==> config.mk <==
export PLATFORM = sky130hd
export DESIGN_NAME = bsc_front
export DESIGN_NICKNAME = d
export VERILOG_FILES = /design/src/rtl/core/bsc_pkg.sv /design/src/rtl/core/bsc_front.sv
export SDC_FILE = /design/constraint.sdc
export NUM_CORES = 2
export LEC_CHECK = 0
export BUFFER_PORTS_ARGS = -buffer_cell sky130_fd_sc_hd__buf_2
export CELL_PAD_IN_SITES_DETAIL_PLACEMENT = 0
export CELL_PAD_IN_SITES_GLOBAL_PLACEMENT = 1
export CORE_MARGIN = 3
export CORE_UTILIZATION = 35
export CTS_CLUSTER_DIAMETER = 80
export CTS_CLUSTER_SIZE = 16
export DETAILED_ROUTE_END_ITERATION = 10
export PLACE_DENSITY_LB_ADDON = 0.08
export SLEW_MARGIN = 40
export SYNTH_ARGS = -nofsm -noshare
export SYNTH_HDL_FRONTEND = slang
export SYNTH_SLANG_ARGS = --single-unit
==> constraint.sdc <==
create_clock -name i_clk -period 12.15 [get_ports i_clk]
set_clock_uncertainty 0.1 [all_clocks]
set_input_delay 2.43 -clock i_clk [delete_from_list [all_inputs] [get_ports i_clk]]
set_output_delay 2.43 -clock i_clk [all_outputs]
set_load 0.05 [all_outputs]
==> src/rtl/core/bsc_pkg.sv <==
// Shared types and constants for the barometric sensor compensation block.
package bsc_pkg;

    localparam logic [1:0] CFG_TEMP_CAL  = 2'd0;
    localparam logic [1:0] CFG_PRESS_LO  = 2'd1;
    localparam logic [1:0] CFG_PRESS_MID = 2'd2;
    localparam logic [1:0] CFG_PRESS_HI  = 2'd3;

    localparam logic signed [63:0] TFINE_OFFSET = 64'sd128000;
    localparam logic [20:0]        RAW_FULL     = 21'd1048576;
    localparam logic signed [63:0] PRESS_SCALE  = 64'sd3125;
    localparam logic signed [63:0] P1_BIAS      = 64'sd140737488355328;

    typedef struct packed {
        logic [15:0]        t1;
        logic signed [15:0] t2;
        logic signed [15:0] t3;
    } t_tcal;

    typedef struct packed {
        logic [15:0]        p1;
        logic signed [15:0] p2;
        logic signed [15:0] p3;
        logic signed [15:0] p4;
        logic signed [15:0] p5;
        logic signed [15:0] p6;
        logic signed [15:0] p7;
        logic signed [15:0] p8;
        logic signed [15:0] p9;
    } t_pcal;

    typedef struct packed {
        logic [19:0]        raw_p;
        logic signed [31:0] tfine;
        logic signed [15:0] temp;
    } t_qent;

endpackage

==> src/rtl/core/bsc_front.sv <==
// Front end: accepts readings, computes the temperature and fine temperature in a pipeline.
module bsc_front
    import bsc_pkg::*;
#(
    parameter int QUEUE_DEPTH = 4
) (
    input  logic        i_clk,
    input  logic        i_rst_n,
    input  t_tcal       i_tcal,
    input  logic        i_valid,
    output logic        o_stall,
    input  logic [19:0] i_raw_pressure,
    input  logic [19:0] i_raw_temperature,
    input  logic        i_pop,
    output logic        o_push,
    output t_qent       o_push_data
);
    localparam int CW = $clog2(QUEUE_DEPTH + 1);

    logic [CW-1:0] r_credit;
    logic          accept;

    logic r1_v, r2_v, r3_v;
    logic signed [31:0] r1_at, r1_bb, r2_v1, r2_v2p, r3_tfine;
    logic [19:0] r1_p, r2_p, r3_p;

    logic signed [18:0] a;
    logic signed [17:0] b;
    logic signed [34:0] at_full;
    logic signed [35:0] bb_full;
    logic signed [31:0] bsh;
    logic signed [47:0] v2_full;
    logic signed [31:0] tfine;
    logic signed [31:0] t5;
    logic signed [31:0] tt;
    logic signed [15:0] tsat;

    // Credits count queue slots, including those held by items still in the pipeline.
    assign o_stall = (r_credit == CW'(QUEUE_DEPTH));
    assign accept  = i_valid && !o_stall;

    always_ff @(posedge i_clk) begin
        if (!i_rst_n) begin
            r_credit <= '0;
        end else begin
            case ({accept, i_pop})
                2'b10:   r_credit <= r_credit + 1'b1;
                2'b01:   r_credit <= r_credit - 1'b1;
                default: r_credit <= r_credit;
            endcase
        end
    end

    always_comb begin
        a       = $signed({2'b00, i_raw_temperature[19:3]}) - $signed({2'b00, i_tcal.t1, 1'b0});
        b       = $signed({2'b00, i_raw_temperature[19:4]}) - $signed({2'b00, i_tcal.t1});
        at_full = a * i_tcal.t2;
        bb_full = b * b;
        bsh     = r1_bb >>> 12;
        v2_full = bsh * i_tcal.t3;
        tfine   = r2_v1 + (r2_v2p >>> 14);
        t5      = (r3_tfine <<< 2) + r3_tfine + 32'sd128;
        tt      = t5 >>> 8;
        if (tt > 32'sd32767) begin
            tsat = 16'sh7fff;
        end else if (tt < -32'sd32768) begin
            tsat = 16'sh8000;
        end else begin
            tsat = tt[15:0];
        end
    end

    always_ff @(posedge i_clk) begin
        if (!i_rst_n) begin
            r1_v <= 1'b0;
            r2_v <= 1'b0;
            r3_v <= 1'b0;
        end else begin
            r1_v <= accept;
            r2_v <= r1_v;
            r3_v <= r2_v;
        end
    end

    always_ff @(posedge i_clk) begin
        r1_at    <= at_full[31:0];
        r1_bb    <= bb_full[31:0];
        r1_p     <= i_raw_pressure;
        r2_v1    <= r1_at >>> 11;
        r2_v2p   <= v2_full[31:0];
        r2_p     <= r1_p;
        r3_tfine <= tfine;
        r3_p     <= r2_p;
    end

    assign o_push            = r3_v;
    assign o_push_data.raw_p = r3_p;
    assign o_push_data.tfine = r3_tfine;
    assign o_push_data.temp  = tsat;
endmodule

==> results.sh <==
export IMPL_status="finished, final reports clean"
export IMPL_max_slew_margin_rel=0.422
export IMPL_rsz0062_at_grt="no"
export IMPL_die_h_um=324
export IMPL_cp_arrival_ps=11010
export IMPL_critPathKind="input pin to flop"
export IMPL_syn_cell_area_mm2=0.0355
export IMPL_ys_ff_latch=168
export IMPL_grt_pass1_vias=26501
export IMPL_root_buffer="clkbuf_16"
export IMPL_hpwl_um=77300
export IMPL_critPathTopFamily="compound AO/OA/AOI/OAI gates"
export IMPL_grt_pass1_wl_um=152000
export IMPL_clkLatencyLatePin_ps=480
export IMPL_setup_viol=0
export IMPL_slew_viol_final=0
export IMPL_overflow=0
export IMPL_synthArstFlopShare=0
export IMPL_dieArea_mm2=0.105
export IMPL_grt_usage=0.189
export IMPL_numCtsBuffers=17
export IMPL_post_place_ws_ps=916
export IMPL_finish_utilization=0.383
export IMPL_vias=23646
export IMPL_yosysUniqueCellTypes=76
export IMPL_post_route_cell_area_mm2=0.0384
export IMPL_cts_path_max_buffers=2
export IMPL_fin_crit_ps=10760
export IMPL_slowest_delay_ps=710
export IMPL_dieWidth_um=324
export IMPL_tightestPinTransition_ps=866
export IMPL_yosys_warnings=0
export IMPL_synth_top_area_frac=0.462
export IMPL_yosysTopAreaCell="fa_1"
export IMPL_place_congestion=0.788
export IMPL_wl_per_cell_um=17.8
export IMPL_antenna_found_initial=3
export IMPL_synth_avg_cell_area_um2=9.36
export IMPL_cts_tree="built"
export IMPL_critPathSlowestCell="o21a_1"
export IMPL_drv_cap=0
export IMPL_synth_cells=3789
export IMPL_synthToLayoutAreaGrowth_pct=8.44
export IMPL_required_ps=12400
export IMPL_r2r_cells=20
export IMPL_cts_hold_buf=0
export IMPL_drcViolationCount=0
export IMPL_syn_nets=5015
export IMPL_hold_viol_final=0
export IMPL_cp_depth=32
export IMPL_clock_sinks=168
export IMPL_fill_cells=10469
export IMPL_synth_top_flop_cell="dfxtp_1"
export IMPL_hold_path_class="flop to flop"
export IMPL_place_area_mm2=0.0378
export IMPL_crit_buf_inv=5
export IMPL_worstPathMaxFanout=13
export IMPL_nets=5104
export IMPL_dr_pass1_iters=5
export IMPL_wirelength_um=93600
export IMPL_drt_iter0_markers=863
export IMPL_coreArea_mm2=0.100
export IMPL_vias_per_cell=4.50
export IMPL_setup_tns_ps=0
export IMPL_io_pin_count=162
export IMPL_setup_ws_ps=1390
export IMPL_row_count=116
export IMPL_setup_worst_path_start_class="input pin"
export IMPL_min_period_over_period=0.885
export IMPL_cts_resized=0
export IMPL_postRouteAntennaNets=0
export IMPL_grt_max_degree=32
export IMPL_ys_top_cells_by_count="948 x inv_1, 818 x fa_1, 474 x nand2_1"
export IMPL_io_buffers=158
export IMPL_ys_seq_area_frac=0.0949
export IMPL_synthTopCellsByArea="fa_1 46%, ha_1 11%, inv_1 10%, dfxtp_1 9.5%, nand2_1 5.0%"
export IMPL_cpMostUsedCell="fa_1"
export IMPL_drive_above_1_share=0.0784
export IMPL_critPathCaptureType="flop"
export IMPL_yosysMostFrequentCell="inv_1"
export IMPL_max_freq_mhz=93.0
export IMPL_cts_max_level=4
export IMPL_cts_setup_buffers=0
export IMPL_clk_pin_slew_ps=80
export IMPL_min_path_cells=0
export IMPL_start_util=0.354
export IMPL_synth_edf_count=0
## registers in the layout, indices dropped and copies added, names as in the netlist
name / flops
r1_p: 20
r3_tfine: 22
r1_at: 21
r2_v2p: 18
r1_bb: 20
r2_v1: 21
r_credit: 3
r1_v: 1
r2_v: 1
r2_p: 20
r3_p: 20
o_push: 1
## layout make-up
cell class / instances / area, um2 / share of cell area
Clock buffer: 17 / 425 / 0.0111
Timing Repair Buffer: 203 / 1130 / 0.0294
Multi-Input combinational cell: 2500 / 27900 / 0.726
Antenna cell: 1 / 2.50 / 0.0000651
Sequential cell: 168 / 3370 / 0.0878
Tap cell: 1357 / 1700 / 0.0442
Inverter: 988 / 3710 / 0.0965
Clock inverter: 15 / 213 / 0.00553
## placed cells by master (no fill, tap or decap), types with 4 or more instances in the layout
| cell | count |
|---|---|
| inv_1 | 947 |
| fa_1 | 818 |
| nand2_1 | 474 |
| ha_1 | 315 |
| and2_1 | 211 |
| dfxtp_1 | 159 |
| buf_2 | 158 |
| nor2_1 | 135 |
| xnor2_1 | 100 |
| a21oi_1 | 55 |
| buf_4 | 45 |
| inv_2 | 39 |
| nand2b_1 | 37 |
| o21ai_1 | 34 |
| xor2_1 | 32 |
| a21o_1 | 31 |
| nor2b_1 | 27 |
| o21ai_0 | 25 |
| o21a_1 | 21 |
| nand3_1 | 20 |
| and3_1 | 19 |
| nor3_1 | 18 |
| clkbuf_16 | 17 |
| nand4_1 | 10 |
| o21bai_1 | 9 |
| dfxtp_2 | 9 |
| or3_1 | 8 |
| a31oi_1 | 7 |
| clkinv_8 | 6 |
| a211o_1 | 5 |
| a221o_1 | 5 |
| xor2_2 | 4 |
| o31ai_1 | 4 |
| a31o_1 | 4 |
| a211oi_1 | 4 |
## worst register-to-register path, cell delays in order, from the launching register on
cell and delay [ps]:
dfxtp_1 750, nand2_1 230, inv_1 210, fa_1 520, inv_1 190, fa_1 460, fa_1 500, fa_1 520
fa_1 500, inv_1 60, fa_1 480, ha_1 370, a21o_1 200, a21oi_1 130, o21ai_1 70, and2_1 170
or3_1 360, a211o_1 300, nor2b_1 180, a211oi_1 280, xnor2_1 270
## cell families (layout without fill, tap and decap cells)
kind of cell	after synthesis	in the layout	share of synthesized area
xor+xnor	140	140	0.0354
fa+ha+maj	1134	1134	0.573
mux	4	4	0.00120
simple gates	973	973	0.128
flops	168	168	0.0949
buf+inv	1121	1223	0.120
other cells	0	1	0
compound gates	249	249	0.0474
## routing by layer
layer	track usage	vias up	routed length, um
met3	0.0131	63	2040
met4	0.0423	0	1660
met1	0.267	12021	44900
met5	0	-	0
met2	0.320	301	45000
li1	-	11261	-
## per-stage QoR
| step | hold WS, ps | cells |
|---|---|---|
| after global placement | 210 | 5216 |
| after CTS | 223 | 5248 |
| after global routing | 225 | 5248 |
| after detailed placement | 212 | 5216 |
| final | 222 | 5249 |
| after floorplan | 210 | 3789 |
## final timing paths
path / endpoint / start / slack, ps
worst min-delay path: r2_p[13] / r1_p[13] / 220
worst min register to register: r2_p[13] / r1_p[13] / 220
worst max-delay path: r1_bb[31] / i_raw_temperature[4] / 1390
worst max register to register: r2_v2p[31] / r1_bb[31] / 5170
Power is left out: the tool's default activity adds up to more than one toggle a clock period on the data nets, which glitch-free logic cannot reach.
