### config.mk
export PLATFORM = sky130hd
export DESIGN_NAME = bsc_queue
export DESIGN_NICKNAME = d
export VERILOG_FILES = /design/src/rtl/core/bsc_pkg.sv /design/src/rtl/core/bsc_queue.sv
export SDC_FILE = /design/constraint.sdc
export NUM_CORES = 1
export LEC_CHECK = 0
export BUFFER_PORTS_ARGS = -buffer_cell sky130_fd_sc_hd__buf_4
export CORE_MARGIN = 2
export CORE_UTILIZATION = 23
export DETAILED_ROUTE_END_ITERATION = 12
export GPL_ROUTABILITY_DRIVEN = 0
export SKIP_CTS_REPAIR_TIMING = 1
export SKIP_LAST_GASP = 1
export SLEW_MARGIN = 20
export SYNTH_ARGS = -nofsm -noshare
export SYNTH_HDL_FRONTEND = slang
export SYNTH_SLANG_ARGS = --single-unit
### constraint.sdc
create_clock -name i_clk -period 6.75 [get_ports i_clk]
set_input_delay 1.0125 -clock i_clk [delete_from_list [all_inputs] [get_ports i_clk]]
set_output_delay 1.0125 -clock i_clk [all_outputs]
set_load 0.01 [all_outputs]
### src/rtl/core/bsc_pkg.sv
// Shared types and constants for the barometric sensor compensation block.
package bsc_pkg;

    localparam logic [1:0] CFG_TEMP_CAL  = 2'd0;
    localparam logic [1:0] CFG_PRESS_LO  = 2'd1;
    localparam logic [1:0] CFG_PRESS_MID = 2'd2;
    localparam logic [1:0] CFG_PRESS_HI  = 2'd3;

    localparam logic signed [63:0] TFINE_OFFSET = 64'sd128000;
    localparam logic [20:0]        RAW_FULL     = 21'd1048576;
    localparam logic signed [63:0] PRESS_SCALE  = 64'sd3125;
    localparam logic signed [63:0] P1_BIAS      = 64'sd140737488355328;

    typedef struct packed {
        logic [15:0]        t1;
        logic signed [15:0] t2;
        logic signed [15:0] t3;
    } t_tcal;

    typedef struct packed {
        logic [15:0]        p1;
        logic signed [15:0] p2;
        logic signed [15:0] p3;
        logic signed [15:0] p4;
        logic signed [15:0] p5;
        logic signed [15:0] p6;
        logic signed [15:0] p7;
        logic signed [15:0] p8;
        logic signed [15:0] p9;
    } t_pcal;

    typedef struct packed {
        logic [19:0]        raw_p;
        logic signed [31:0] tfine;
        logic signed [15:0] temp;
    } t_qent;

endpackage

### src/rtl/core/bsc_queue.sv
// Short queue between the front and back ends.
module bsc_queue
    import bsc_pkg::*;
#(
    parameter int DEPTH = 4
) (
    input  logic  i_clk,
    input  logic  i_rst_n,
    input  logic  i_push,
    input  t_qent i_data,
    input  logic  i_pop,
    output logic  o_empty,
    output t_qent o_data
);
    localparam int AW = (DEPTH > 1) ? $clog2(DEPTH) : 1;
    localparam int CW = $clog2(DEPTH + 1);

    t_qent          r_mem [DEPTH];
    logic [AW-1:0]  r_wr, r_rd;
    logic [CW-1:0]  r_cnt;

    assign o_empty = (r_cnt == '0);
    assign o_data  = r_mem[r_rd];

    always_ff @(posedge i_clk) begin
        if (i_push) begin
            r_mem[r_wr] <= i_data;
        end
    end

    always_ff @(posedge i_clk) begin
        if (!i_rst_n) begin
            r_wr  <= '0;
            r_rd  <= '0;
            r_cnt <= '0;
        end else begin
            if (i_push) begin
                r_wr <= (r_wr == AW'(DEPTH - 1)) ? '0 : r_wr + 1'b1;
            end
            if (i_pop) begin
                r_rd <= (r_rd == AW'(DEPTH - 1)) ? '0 : r_rd + 1'b1;
            end
            case ({i_push, i_pop})
                2'b10:   r_cnt <= r_cnt + 1'b1;
                2'b01:   r_cnt <= r_cnt - 1'b1;
                default: r_cnt <= r_cnt;
            endcase
        end
    end
endmodule

==> impl_metrics.ini, run 1 <==
[floorplan]
die_h_um = 215.6
initial_core_util = 0.2328
die_area_um2 = 46460
core_um2 = 44220
die_w_um = 215.6
ios = 141
std_cell_rows = 77

[worst_setup_path]
cp.required_ns = 5.74
critPathLaunchType = flip-flop
crit_fanout = 40
crit_path_end_kind = output pin
crit_type = flip-flop to output pin
arrival_ns = 3.00

[layout]
final_cell_mix = edfxtp_1 (272), buf_4 (146), mux4_2 (68)
final_area_um2 = 13060
nets = 643
area_growth_pct = 26.91
insertedDiodeCount = 0
final_common_cell = edfxtp_1
drive_gt1_frac = 0.4514

[grt]
grt_overflow = 0
antenna_found_initial = 2
grt_pass1_wl_um = 31170
grt_max_degree = 44
grt_usage = 0.08961
grt_pass1_vias = 5102

[route]
drt_first_pass_iters = 4
wirelength_um = 21090
vias = 4610
drt_iter0_drc = 199
vias_per_cell = 3.910
final_antenna_net_count = 0
routedWlPerCell_um = 17.89
drc = 0

[pwr]
ir_drop_mv = 0.2243
p_leak_nw = 4.294
p_per_area_nw_per_um2 = 313.5

[yosys]
synth_warnings = 0
ys_types = 24
synth_nets = 481
avgSynthCellArea_um2 = 25.61
syn_area_um2 = 10290
ys_seq_area_frac = 0.8110
yosys_register_bits = 281
synthCells = 402

[timing]
post-route-min-period_ns = 4.010
worst_slack_ns = 2.740
worst_pin_slew_ns = 0.8836
max_freq_mhz = 249.4
fin_skew_ns = 0.01079
rsz0062_at_grt = false
finalSetupViolations = 0
finalSetupTns_ns = 0
timing.slew.headroom = 0.4109
final-hold-violation-count = 0
holdWs_ns = 0.5053
slew_violations = 0
fin_crit_sh = 0.5941

[clock_tree]
cts_tree = yes
path_clk_slew_ns = 0.06
cts_buffers = 30
htree_levels = 1
clkSinkCount = 281
cts_root_buf = clkbuf_16
clk_latency_ns = 0.57
cts_buffer_depth = 3

[placed_design]
post-dp-hpwl_um = 11970
dpl_cell_area_um2 = 12010
dp_slack_ns = 3.187
portBuffers = 140

[run]
max_cap_viol_count = 0

[worst_hold_path]
min_path_type = flip-flop to flip-flop

[run_status]
status = finished, final reports clean
[worst max-delay path, cell delays in order, from the launching register on]
cell and delay [ns]:
dfxtp_4 0.92, buf_4 0.68, mux4_2 0.62, buf_4 0.17
[path summary, 6_finish.rpt]
path	start	to	slack (ns)	cells past startpoint
max	flip-flop	o_data[64]	2.74	3
min	r_cnt[2]	r_cnt[2]	0.51	2
min reg2reg	r_cnt[2]	r_cnt[2]	0.51	2
max reg2reg	r_wr[0]	r_mem[3][44]	4.61	3
[where the power goes]
group / leakage [nW] / total (W) / internal, W / switching (W)
clock network: 0.515 / 0.00174 / 0.00107 / 0.000672
logic: 1.21 / 0.000335 / 0.000178 / 0.000157
registers: 2.57 / 0.00202 / 0.00199 / 0.0000342
[per-layer routing]
| layer | GRT usage | part of all wire | vias to the layer above |
|---|---|---|---|
| li1 | - | - | 2036 |
| met1 | 0.1044 | 0.41 | 2414 |
| met2 | 0.1539 | 0.49 | 120 |
| met3 | 0.03058 | 0.074 | 36 |
| met4 | 0.03126 | 0.024 | 4 |
| met5 | 0 | 0.0012 | - |
[layout make-up]
| type | count | area (um^2) |
|---|---|---|
| clock buffer | 35 | 790.8 |
| clock inverter | 20 | 261.5 |
| fill | 4273 | 31160 |
| inverter | 6 | 22.52 |
| multi-input combinational | 99 | 1797 |
| sequential | 281 | 8356 |
| tap | 592 | 740.7 |
| timing repair buffer | 146 | 1096 |
[per-stage QoR]
stage,power [W],instances,util
after floorplan,0.002227,402,-
after global placement,0.002401,1124,0.2716
after detailed placement,0.002407,1124,0.2716
after CTS,0.004171,1179,0.2954
after global routing,0.004256,1179,0.2954
final,0.004096,1179,0.2954
[kinds of logic (layout without fill, tap and decap cells)]
family | count (synthesis) | after routing | share of synthesized area
mux | 70 | 70 | 0.1507
flops | 281 | 281 | 0.8110
xor+xnor | 2 | 2 | 0.001702
buf+inv | 22 | 207 | 0.01544
fa+ha+maj | 7 | 7 | 0.009238
compound gates | 5 | 5 | 0.002917
simple gates | 15 | 15 | 0.008994
[sequential cells by signal, indices dropped and copies added, names as in the netlist, named ones only]
| signal | flops |
|---|---|
| r_cnt | 3 |
| r_mem | 272 |
| r_rd | 2 |
| r_wr | 2 |
[Yosys cell counts]
master | n | share of area
mux2i_1 | 2 | 0.0019
o21a_1 | 1 | 0.00073
buf_4 | 4 | 0.0029
xnor2_1 | 1 | 0.00085
buf_6 | 1 | 0.0011
and2_1 | 6 | 0.0036
inv_1 | 6 | 0.0022
nor3_1 | 1 | 0.00049
a21oi_1 | 1 | 0.00049
fa_1 | 1 | 0.0019
edfxtp_1 | 272 | 0.79
nand2_1 | 1 | 0.00036
dfxtp_1 | 9 | 0.018
nor2b_1 | 4 | 0.0024
buf_12 | 3 | 0.0058
nor3b_1 | 2 | 0.0015
mux4_2 | 68 | 0.15
ha_1 | 6 | 0.0073
o21ai_0 | 2 | 0.00097
buf_2 | 4 | 0.0019
clkbuf_1 | 4 | 0.0015
xor2_1 | 1 | 0.00085
a21boi_0 | 1 | 0.00073
or3_1 | 1 | 0.00061
Power figures use the tool's default switching activity.
==> run 2: changes to the inputs <==
==> constraint.sdc (replaced) <==
create_clock -name i_clk -period 3.9 [get_ports i_clk]
set_input_delay 0.585 -clock i_clk [delete_from_list [all_inputs] [get_ports i_clk]]
set_output_delay 0.585 -clock i_clk [all_outputs]
set_load 0.01 [all_outputs]
==> run 2 against run 1 <==
Effect of this change:
- count of clock-buffer cells in the layout decreased by 3
- first-iteration DRC count increased by 37%
- sequential power increased by 73%
- highest routed layer unchanged
- power increased by 76%
- utilization increased by 0.23 points
- die area unchanged
- critical path depth unchanged
==> impl_metrics.ini, run 2 (synthesized netlist as in run 1, its figures left out) <==
[layout]
fin_cells = 1186
final_area_um2 = 13170
regMostFlops = r_mem
largest_reg_flops = 272
insertedDiodeCount = 0
nets = 649
final_common_cell = edfxtp_1
drive_gt1_frac = 0.4646
area_growth_pct = 27.92
top_regs = r_mem x272, r_cnt x3
final_cell_mix = edfxtp_1 (272), buf_4 (149), mux4_2 (68)

[clock_tree]
cts_tree = yes
htree_levels = 1
path_clk_slew_ns = 0.06
cts_root_buf = clkbuf_16
clk_latency_ns = 0.56
cts_buffer_depth = 3
cts_buffers = 31
clkSinkCount = 281

[placed_design]
portBuffers = 140
dp.cells = 1129
post-dp-hpwl_um = 12290
dpl_cell_area_um2 = 12070
dp_slack_ns = 1.485

[timing]
fin_skew_ns = 0.007707
rsz0062_at_grt = false
max_freq_mhz = 342.4
finalSetupViolations = 0
finalSetupTns_ns = 0
post-route-min-period_ns = 2.921
timing.slew.headroom = 0.4150
final-hold-violation-count = 0
worst_pin_slew_ns = 0.8775
worst_slack_ns = 0.9795
slew_violations = 0
fin_crit_sh = 0.7489

[route]
drt_first_pass_iters = 4
drc = 0
drt_iter0_drc = 273
vias_per_cell = 3.904
wirelength_um = 20800
routedWlPerCell_um = 17.54
final_antenna_net_count = 0
vias = 4630

[grt]
grt_usage = 0.09024
grt_overflow = 0
antenna_found_initial = 1
grt_max_degree = 50
grt_pass1_wl_um = 31800
grt_pass1_vias = 5120

[floorplan]
die_w_um = 215.6
die_area_um2 = 46460
die_h_um = 215.6
core_um2 = 44220
initial_core_util = 0.2328
ios = 141
std_cell_rows = 77

[worst_setup_path]
rrSetupSlack_ns = 1.88
cp.required_ns = 3.31
slowest_stage = dfxtp_4
crit_type = flip-flop to output pin
crit_path_end_kind = output pin
rr_worst_depth = 3
crit_fanout = 18
path_cells = buf_4, mux4_2, buf_4
crit_top_cell = buf_4
arrival_ns = 2.34
r2r-start = r_wr[0]
critPathTopFamily = flip-flops
critical_path_cell_count = 3
cp-endpoint = o_data[14]
critPathLaunchType = flip-flop
worst-path-buf-inv = 2
max_stage_delay_ns = 0.59
timing.rr.end = r_mem[3][41]

[pwr]
intPower_w = 0.005669
switching_power_w = 0.001520
pwr-share-seq = 0.485
p_per_area_nw_per_um2 = 546.0
clkPwrFrac = 0.432
finalPower_w = 0.007189
p_leak_nw = 4.347
comb_power_share = 0.083
p_sw_frac = 0.2114
ir_drop_mv = 0.3504

[run]
max_cap_viol_count = 0

[run_status]
status = finished, final reports clean

[worst_hold_path]
hold-path-cell-count = 1
min_path_type = input pin to flip-flop
## run 2: worst min-delay path by stage
| stage | startpoint | end | slack [ns] |
|---|---|---|---|
| floorplan | r_cnt[2] | r_cnt[2] | 0.46 |
| global placement | r_cnt[2] | r_cnt[2] | 0.48 |
| detailed placement | r_cnt[2] | r_cnt[2] | 0.50 |
| CTS | i_data[51] | r_mem[0][51] | 0.18 |
| global route | i_data[17] | r_mem[3][17] | 0.19 |
| finish | i_data[51] | r_mem[0][51] | 0.22 |
## run 2: stage by stage
stage | hold slack [ns] | utilization
2_1_floorplan | 0.4642 | -
3_3_place_gp | 0.4830 | 0.2730
3_5_place_dp | 0.4969 | 0.2730
4_1_cts | 0.1814 | 0.2978
5_1_grt | 0.1858 | 0.2978
6_report | 0.2176 | 0.2978
## run 2: layout make-up
type / count / area (um^2)
timing repair buffer: 151 / 1159
clock inverter: 25 / 314.1
tap: 592 / 740.7
sequential: 281 / 8356
fill: 4278 / 31050
inverter: 6 / 22.52
clock buffer: 32 / 779.5
multi-input combinational: 99 / 1797
## run 2: power by group through the flow
stage	registers, W	logic [W]	clock network (W)
floorplan	0.00353	0.000324	0
finish	0.00349	0.000597	0.00310
CTS	0.00349	0.000617	0.00321
detailed placement	0.00356	0.000615	0
global placement	0.00355	0.000607	0
global route	0.00350	0.000651	0.00334
## run 2: routing by layer
| layer | share of wire | wire [um] | GRT usage |
|---|---|---|---|
| met1 | 0.41 | 8572 | 0.1099 |
| met2 | 0.48 | 10010 | 0.1506 |
| met3 | 0.077 | 1607 | 0.02875 |
| met4 | 0.029 | 596 | 0.03218 |
| met5 | 0.00063 | 13 | 0 |
